## config.mk

```make
export PLATFORM = sky130hd
export DESIGN_NAME = date_gap_tracker_core
export DESIGN_NICKNAME = d
export VERILOG_FILES = /design/src/sv/dgt_pkg.sv /design/src/sv/date_gap_tracker_core.sv
export SDC_FILE = /design/constraint.sdc
export NUM_CORES = 2
export LEC_CHECK = 0
export BUFFER_PORTS_ARGS = -buffer_cell sky130_fd_sc_hd__buf_2
export CAP_MARGIN = 0
export CORE_UTILIZATION = 49
export DETAILED_ROUTE_END_ITERATION = 6
export PLACE_DENSITY = 0.7
export SLEW_MARGIN = 20
export SYNTH_ARGS = -nofsm -noshare
export SYNTH_HDL_FRONTEND = slang
export SYNTH_SLANG_ARGS = --single-unit
```

## constraint.sdc

```tcl
create_clock -name clk -period 18.25 [get_ports clk]
set_input_delay 1.825 -clock clk [delete_from_list [all_inputs] [get_ports clk]]
set_output_delay 1.825 -clock clk [all_outputs]
set_load 0.02 [all_outputs]
```

## src/sv/dgt_pkg.sv

```systemverilog
package dgt_pkg;

	localparam int YEAR_W   = 14;
	localparam int MONTH_W  = 4;
	localparam int DAY_W    = 5;
	localparam int DAYS_W   = 22;
	localparam int TOTAL_W  = 24;
	localparam int OUT_CNT_W = 16;

	localparam logic [YEAR_W-1:0] EPOCH_RESET = 14'd2010;

	typedef enum logic [1:0] {
		ST_ACCEPTED = 2'd0,
		ST_INVALID  = 2'd1,
		ST_EARLIER  = 2'd2
	} status_t;

	// floor(x / 100) for x below 2^15 by reciprocal multiply
	function automatic logic [8:0] div100(input logic [14:0] x);
		logic [27:0] p;
		p = 28'(x) * 28'd5243;
		return p[27:19];
	endfunction

	// number of leap years in [0, y)
	function automatic logic [11:0] leaps_before(input logic [YEAR_W-1:0] y);
		logic [11:0] q4;
		logic [8:0]  q100;
		logic [8:0]  q400;
		logic [14:0] a;
		q4   = 12'((15'(y) + 15'd3) >> 2);
		q100 = div100(15'(y) + 15'd99);
		a    = 15'(y) + 15'd399;
		q400 = div100(a >> 2);
		return q4 - 12'(q100) + 12'(q400);
	endfunction

	function automatic logic is_leap(input logic [YEAR_W-1:0] y);
		logic [8:0]        q;
		logic [YEAR_W-1:0] r;
		q = div100(15'(y));
		r = y - YEAR_W'(YEAR_W'(q) * YEAR_W'(100));
		return ((y[1:0] == 2'd0) && (r != '0)) || ((r == '0) && (q[1:0] == 2'd0));
	endfunction

	// days in all years before y, counted from year 0
	function automatic logic [TOTAL_W-1:0] year_days(input logic [YEAR_W-1:0] y);
		return TOTAL_W'(TOTAL_W'(y) * TOTAL_W'(365)) + TOTAL_W'(leaps_before(y));
	endfunction

	function automatic logic [DAY_W-1:0] month_len(input logic [MONTH_W-1:0] m, input logic leap);
		logic [DAY_W-1:0] len;
		case (m)
			4'd1, 4'd3, 4'd5, 4'd7, 4'd8, 4'd10, 4'd12: len = 5'd31;
			4'd4, 4'd6, 4'd9, 4'd11:                     len = 5'd30;
			4'd2:                                        len = leap ? 5'd29 : 5'd28;
			default:                                     len = 5'd0;
		endcase
		return len;
	endfunction

	function automatic logic [8:0] days_before(input logic [MONTH_W-1:0] m);
		logic [8:0] d;
		case (m)
			4'd2:    d = 9'd31;
			4'd3:    d = 9'd59;
			4'd4:    d = 9'd90;
			4'd5:    d = 9'd120;
			4'd6:    d = 9'd151;
			4'd7:    d = 9'd181;
			4'd8:    d = 9'd212;
			4'd9:    d = 9'd243;
			4'd10:   d = 9'd273;
			4'd11:   d = 9'd304;
			4'd12:   d = 9'd334;
			default: d = 9'd0;
		endcase
		return d;
	endfunction

endpackage

```

## src/sv/date_gap_tracker_core.sv

```systemverilog
// Date gap tracker: takes one year/month/day date per input beat, checks it
// against the Gregorian calendar (leap years, month lengths, epoch_year up to
// MAX_YEAR) and turns a valid date into a day number where January first of
// the epoch year is day 1. A date earlier than the last accepted one is
// rejected; an equal date is accepted with a gap of zero. Each input beat
// yields exactly one output beat carrying the status, the day number, the gap
// to the previous accepted date and the running statistics (saturating
// valid/invalid counts, shortest, longest and total gap). The block takes one
// date per clock cycle while the output is not stalled by m_tready; a date passes
// through an input register, a day-number stage (one constant multiply and the
// divide-by-100 reciprocals) and a single compare-update against the stored
// previous date, which feeds the output register. The epoch register is
// written through cfg_wr_en/cfg_wr_data, by the user only while the block is
// idle (not enforced by the block); its day offset is formed at the write.
module date_gap_tracker_core
	import dgt_pkg::*;
#(
	parameter int MAX_YEAR    = 9999,
	parameter int COUNT_WIDTH = 16
) (
	input  logic                clk,
	input  logic                arst_n,
	input  logic                cfg_wr_en,
	input  logic [YEAR_W-1:0]   cfg_wr_data,  // epoch_year
	input  logic                s_tvalid,
	output logic                s_tready,
	input  logic [23:0]         s_tdata,      // year[13:0], month[17:14], day[22:18], zero[23]
	output logic                m_tvalid,
	input  logic                m_tready,
	output logic [143:0]        m_tdata,      // day_number[21:0], gap_days[43:22],
	                                          // valid_total[59:44], invalid_total[75:60],
	                                          // shortest_gap[97:76], longest_gap[119:98],
	                                          // gap_sum[141:120], zero[143:142]
	output logic [2:0]          m_tuser       // status[1:0], gap_valid[2]
);

	localparam logic [YEAR_W-1:0]  MAX_YEAR_C       = YEAR_W'(MAX_YEAR);
	localparam logic [TOTAL_W-1:0] EPOCH_DAYS_RESET = year_days(EPOCH_RESET);

	// epoch register and its precomputed day offset
	logic [YEAR_W-1:0]  epoch_q;
	logic [TOTAL_W-1:0] epoch_days_q;

	// input stage
	logic               v_s1;
	logic [YEAR_W-1:0]  year_s1;
	logic [MONTH_W-1:0] month_s1;
	logic [DAY_W-1:0]   day_s1;

	// day-number stage
	logic               v_s2;
	logic               ok_s2;
	logic [DAYS_W-1:0]  dn_s2;

	// output register
	logic               m_tvalid_q;
	status_t            status_q;
	logic [DAYS_W-1:0]  dn_q;
	logic [DAYS_W-1:0]  gap_q;
	logic               gv_q;

	// tracker state
	logic [DAYS_W-1:0]      prev_q;
	logic [COUNT_WIDTH-1:0] acc_q;
	logic [COUNT_WIDTH-1:0] rej_q;
	logic [DAYS_W-1:0]      min_q;
	logic [DAYS_W-1:0]      max_q;
	logic [DAYS_W-1:0]      sum_q;

	// flow control: each stage advances when the one after it can take a beat
	logic ready_out;
	logic ready_s2;
	logic adv_b;

	assign ready_out = !m_tvalid_q || m_tready;
	assign ready_s2  = !v_s2 || ready_out;
	assign s_tready  = !v_s1 || ready_s2;
	assign adv_b     = v_s2 && ready_out;

	// ---------------------------------------------------------------------
	// Stage A: validate the date and form its day number
	// ---------------------------------------------------------------------
	logic              leap_a;
	logic [DAY_W-1:0]  len_a;
	logic              ok_a;
	logic [9:0]        doy_a;
	logic [DAYS_W-1:0] dn_a;

	always_comb begin
		leap_a = is_leap(year_s1);
		len_a  = month_len(month_s1, leap_a);
		ok_a   = (year_s1 >= epoch_q) && (year_s1 <= MAX_YEAR_C) &&
		         (month_s1 >= 4'd1) && (month_s1 <= 4'd12) &&
		         (day_s1 >= 5'd1) && (day_s1 <= len_a);
		// day of year, with February 29 counted once past February
		doy_a  = 10'(days_before(month_s1)) + 10'(leap_a && (month_s1 > 4'd2)) + 10'(day_s1);
		// difference of absolute day counts; fits 22 bits for any valid date
		dn_a   = DAYS_W'(year_days(year_s1) + TOTAL_W'(doy_a) - epoch_days_q);
	end

	// ---------------------------------------------------------------------
	// Stage B: compare against the previous date and update statistics
	// ---------------------------------------------------------------------
	status_t                status_b;
	logic [DAYS_W-1:0]      dn_b;
	logic [DAYS_W-1:0]      gap_b;
	logic                   gv_b;
	logic [DAYS_W-1:0]      gap_raw;
	logic [DAYS_W:0]        sum_wide;
	logic                   first_gap;
	logic [COUNT_WIDTH-1:0] acc_inc;
	logic [COUNT_WIDTH-1:0] rej_inc;
	logic [DAYS_W-1:0]      prev_n;
	logic [COUNT_WIDTH-1:0] acc_n;
	logic [COUNT_WIDTH-1:0] rej_n;
	logic [DAYS_W-1:0]      min_n;
	logic [DAYS_W-1:0]      max_n;
	logic [DAYS_W-1:0]      sum_n;

	assign gap_raw   = dn_s2 - prev_q;
	assign sum_wide  = {1'b0, sum_q} + {1'b0, gap_raw};
	assign first_gap = (acc_q == COUNT_WIDTH'(1));
	// saturating increments: hold at all ones
	assign acc_inc   = (acc_q == '1) ? acc_q : acc_q + COUNT_WIDTH'(1);
	assign rej_inc   = (rej_q == '1) ? rej_q : rej_q + COUNT_WIDTH'(1);

	always_comb begin
		status_b = ST_INVALID;
		dn_b     = '0;
		gap_b    = '0;
		gv_b     = 1'b0;
		prev_n   = prev_q;
		acc_n    = acc_q;
		rej_n    = rej_q;
		min_n    = min_q;
		max_n    = max_q;
		sum_n    = sum_q;
		if (!ok_s2) begin
			rej_n = rej_inc;
		end else if (dn_s2 < prev_q) begin
			status_b = ST_EARLIER;
			rej_n    = rej_inc;
		end else begin
			status_b = ST_ACCEPTED;
			dn_b     = dn_s2;
			acc_n    = acc_inc;
			prev_n   = dn_s2;
			// a gap exists from the second accepted date on
			if (acc_q != '0) begin
				gap_b = gap_raw;
				gv_b  = 1'b1;
				sum_n = sum_wide[DAYS_W] ? '1 : sum_wide[DAYS_W-1:0];
				if (first_gap || (gap_raw > max_q)) begin
					max_n = gap_raw;
				end
				if (first_gap || (gap_raw < min_q)) begin
					min_n = gap_raw;
				end
			end
		end
	end

	// ---------------------------------------------------------------------
	// Registers
	// ---------------------------------------------------------------------
	always_ff @(posedge clk or negedge arst_n) begin
		if (!arst_n) begin
			epoch_q      <= EPOCH_RESET;
			epoch_days_q <= EPOCH_DAYS_RESET;
		end else if (cfg_wr_en) begin
			epoch_q      <= cfg_wr_data;
			epoch_days_q <= year_days(cfg_wr_data);
		end
	end

	// valid bits of the pipeline
	always_ff @(posedge clk or negedge arst_n) begin
		if (!arst_n) begin
			v_s1       <= 1'b0;
			v_s2       <= 1'b0;
			m_tvalid_q <= 1'b0;
		end else begin
			if (s_tready) begin
				v_s1 <= s_tvalid;
			end
			if (ready_s2) begin
				v_s2 <= v_s1;
			end
			if (ready_out) begin
				m_tvalid_q <= v_s2;
			end
		end
	end

	// payload: load only on advance, hold otherwise
	always_ff @(posedge clk) begin
		if (s_tvalid && s_tready) begin
			year_s1  <= s_tdata[13:0];
			month_s1 <= s_tdata[17:14];
			day_s1   <= s_tdata[22:18];
		end
		if (v_s1 && ready_s2) begin
			ok_s2 <= ok_a;
			dn_s2 <= dn_a;
		end
		if (adv_b) begin
			status_q <= status_b;
			dn_q     <= dn_b;
			gap_q    <= gap_b;
			gv_q     <= gv_b;
		end
	end

	// tracker state advances together with the output register, so it
	// stays stable while a result waits and reads out as the "after" values
	always_ff @(posedge clk or negedge arst_n) begin
		if (!arst_n) begin
			prev_q <= '0;
			acc_q  <= '0;
			rej_q  <= '0;
			min_q  <= '0;
			max_q  <= '0;
			sum_q  <= '0;
		end else if (adv_b) begin
			prev_q <= prev_n;
			acc_q  <= acc_n;
			rej_q  <= rej_n;
			min_q  <= min_n;
			max_q  <= max_n;
			sum_q  <= sum_n;
		end
	end

	// ---------------------------------------------------------------------
	// Outputs
	// ---------------------------------------------------------------------
	assign m_tvalid = m_tvalid_q;
	assign m_tuser  = {gv_q, status_q};
	assign m_tdata  = {2'b00, sum_q, max_q, min_q,
	                   OUT_CNT_W'(rej_q), OUT_CNT_W'(acc_q), gap_q, dn_q};

	// ---------------------------------------------------------------------
	// Assertions
	// ---------------------------------------------------------------------
	a_min_le_max: assert property (@(posedge clk) disable iff (!arst_n)
		min_q <= max_q)
		else $error("shortest gap exceeds longest gap");

	a_gap_in_range: assert property (@(posedge clk) disable iff (!arst_n)
		(m_tvalid_q && gv_q) |-> ((gap_q >= min_q) && (gap_q <= max_q)))
		else $error("reported gap outside shortest/longest range");

	a_reject_clean: assert property (@(posedge clk) disable iff (!arst_n)
		(m_tvalid_q && (status_q != ST_ACCEPTED)) |-> ((dn_q == '0) && !gv_q && (gap_q == '0)))
		else $error("rejected date carries day number or gap");

	a_ready_when_empty: assert property (@(posedge clk) disable iff (!arst_n)
		!m_tvalid_q |-> s_tready)
		else $error("input stalled with empty output register");

endmodule

```

==> impl_metrics.ini <==
[clock_tree]
h-tree-depth = 1
post_cts_buffers = 0
clockRootBuffer = clkbuf_16
ctsHoldBuffers = 0
clk_latency_ns = 0.60
cts.path.max_buffers = 3
clkTransAtPathRegs_ns = 0.07
tritoncts = yes
clock_sinks = 261
cts_buffers = 31
cts_resized = 0

[place]
dpl-instance-area_um2 = 42200
place_congestion = 0.938
io_buffers = 188
post-dp-hpwl_um = 74700

[route]
vias = 27569
wirelength_um = 88000
via_per_inst = 5.22
ant_nets = 0
wl_per_cell_um = 16.7
drc_errors = 56
dr.pass1.iters = 7
dr.first_iter.drc_count = 1281

[timing]
timing.final.crit_period_ns = 15.44
rsz0062_at_grt = no
fin_skew_ns = 0.0268
fmax_ghz = 0.0648
tns_ns = 0
hold_viol_final = 0
worst_pin_slew_ns = 1.11
period_share_pct = 84.6
drv_slew = 0
relSlewSlack_pct = 25.6
setup_viol = 0

[global_routing]
grt_usage_pct = 22.1
overflow = 0
grt_first_pass_wirelength_um = 147000
grt.met1_usage_pct = 29.5
gr-max-usage-layer = met2
grt_start_max_net_pins = 102
grt_use_met2_pct = 39.2
grt_pass1_vias = 28638
grt_util_met3_pct = 1.85
antenna_found_initial = 0

[yosys]
synthCells = 4002
synth_cell_types = 84
yosys_warnings = 0
synth-edff-count = 93
postSynthAreaPerCell_um2 = 10.0
ys_seq_elements = 261
ys.flop_type = dfrtp_1
async_reset_ff_share_pct = 60.9
ys_seq_area_share_pct = 17.4
syn_area_um2 = 40000

[critical_path]
r2r-start = year_s1[2]
crit_family = adder cells
critPathKind = reg -> reg
start_kind = register
cpMostUsedCell = fa_1
critPathArrivalTime_ns = 15.79
slowest_delay_ns = 0.90
critPathCaptureType = register
crit_buf_inv = 5
critPathRequiredTime_ns = 18.60
cp-startpoint = year_s1[2]
slowest_stage = edfxtp_1
critPathMaxFanout = 12

[status]
status = finished, violations left
violations = DRC

[final_layout]
drive_gt1_share_pct = 8.32
multi_input_area_um2 = 29100
nets = 5539
diodes = 0
regArea_um2 = 6980
area_growth_pct = 8.08
num-fill-cells = 7135
design_area_um2 = 43300

[floorplanning]
die_area_um2 = 82800
die_y_um = 288
ios = 192
die_w_um = 288
core-area_um2 = 80700
rows = 104
initial_utilization_pct = 49.6

[job]
cap_violations = 0

[worst_hold_path]
min_from = rej_q[12]
hold_class = reg -> reg
[worst register-to-register path: cells and delay by family, from the launching register on]
kind,cells,cell delay [ns]
xor gates and xnor gates,4,1.15
adders and majority gates,15,6.43
and+or+nand+nor,7,1.29
AOI/OAI and AO/OA,21,4.59
buffers and inverters,5,0.83
DFF,1,0.90
[layout make-up]
cell class / instances / share of cell area [%]
Clock inverter: 18 / 0.341
Inverter: 1009 / 8.76
Clock buffer: 40 / 2.02
Multi-Input combinational cell: 2685 / 67.2
Tap cell: 1060 / 3.07
Sequential cell: 261 / 16.1
Timing Repair Buffer: 206 / 2.50
[path summary, 6_finish.rpt]
path	endpoint	slack, ns	depth (start not counted)
min in group asynchronous	min_q[13]	1.36	1
max reg2reg	dn_s2[20]	2.81	52
max in group asynchronous	rej_q[1]	15.53	2
max	dn_s2[20]	2.81	52
min	rej_q[12]	0.49	1
min reg2reg	rej_q[12]	0.49	1
[layer usage]
metal  wire length (um)  vias to the layer above
li1                   -                    13385
met1              39100                    13565
met2              43500                      527
met3               3920                       92
met4               1470                        0
met5                  0                        -
[through the flow]
stage	util (%)	hold slack [ns]	cells	setup slack [ns]
after floorplan	-	0.449	4003	4.80
after global placement	52.3	0.469	5221	2.96
after detailed placement	52.3	0.473	5221	2.90
after CTS	53.6	0.489	5279	2.86
after global routing	53.6	0.508	5279	1.91
final	53.6	0.485	5279	2.81
[registers in the layout, summed over array words and instances (netlist names), 22 cells and up, named ones only]
| register | flops |
|---|---|
| dn_q | 22 |
| dn_s2 | 22 |
| epoch_days_q | 22 |
| gap_q | 22 |
| max_q | 22 |
| min_q | 22 |
| prev_q | 22 |
| sum_q | 22 |
[cell families after synthesis]
kind of cell,share of synthesized area (%)
xor+xnor,5.44
simple gates,6.92
flops,17.4
mux,2.24
buf+inv,9.98
other cells,0.00937
compound gates,8.45
fa+ha+maj,49.5
[cells in the final DEF, fill, tap and decap left out, types with 15 or more instances in the layout]
master and n:
a21o_1 64, dfstp_2 20, nand2_1 129, o21a_1 46
mux2_2 43, a31oi_1 15, nor3_1 29, xnor2_1 175
and3_1 32, dfrtp_1 139, buf_4 18, edfxtp_1 93
nor4_1 16, nand2b_1 21, nand4_1 37, nor2b_1 26
nor2_1 110, clkbuf_16 34, ha_1 831, buf_2 187
o21bai_1 31, and2_1 40, o21ai_0 101, o22a_1 21
fa_1 471, inv_1 1009, xor2_1 71, mux2i_1 40
nand3_1 53, a21oi_1 122
[cell usage after synthesis, types with 5 or more instances]
| master | count | area [um^2] |
|---|---|---|
| clkbuf_1 | 34 | 128 |
| edfxtp_1 | 93 | 2790 |
| nand4_1 | 37 | 231 |
| buf_2 | 5 | 25.0 |
| mux2i_1 | 41 | 410 |
| o2111ai_1 | 5 | 43.8 |
| a41oi_1 | 6 | 52.6 |
| a21o_1 | 64 | 480 |
| nor3_1 | 29 | 145 |
| o21ai_1 | 6 | 30.0 |
| o211ai_1 | 12 | 90.1 |
| and3_1 | 32 | 200 |
| o22a_1 | 21 | 184 |
| a31oi_1 | 15 | 93.8 |
| or2_2 | 9 | 56.3 |
| nand2_1 | 129 | 484 |
| o21ai_0 | 101 | 505 |
| ha_1 | 831 | 10400 |
| nor4b_1 | 6 | 52.6 |
| or3_1 | 13 | 81.3 |
| xnor2_1 | 175 | 1530 |
| nor2_1 | 110 | 413 |
| o221ai_1 | 5 | 43.8 |
| dfstp_2 | 20 | 526 |
| inv_1 | 1009 | 3790 |
| o41ai_1 | 6 | 52.6 |
| dfrtp_1 | 139 | 3480 |
| a21oi_1 | 122 | 611 |
| nand2b_1 | 21 | 131 |
| a211oi_1 | 8 | 60.1 |
| nor2b_1 | 26 | 163 |
| o21bai_1 | 31 | 233 |
| nand3_1 | 53 | 265 |
| mux2_2 | 43 | 484 |
| and2_1 | 42 | 263 |
| dfxtp_1 | 9 | 180 |
| xor2_1 | 71 | 622 |
| nor4_1 | 16 | 100 |
| a21boi_0 | 7 | 52.6 |
| buf_4 | 5 | 37.5 |
| o21a_1 | 46 | 345 |
| fa_1 | 471 | 9430 |
Power is left out: the tool's default activity adds up to more than one toggle a clock period on the data nets, which glitch-free logic cannot reach.
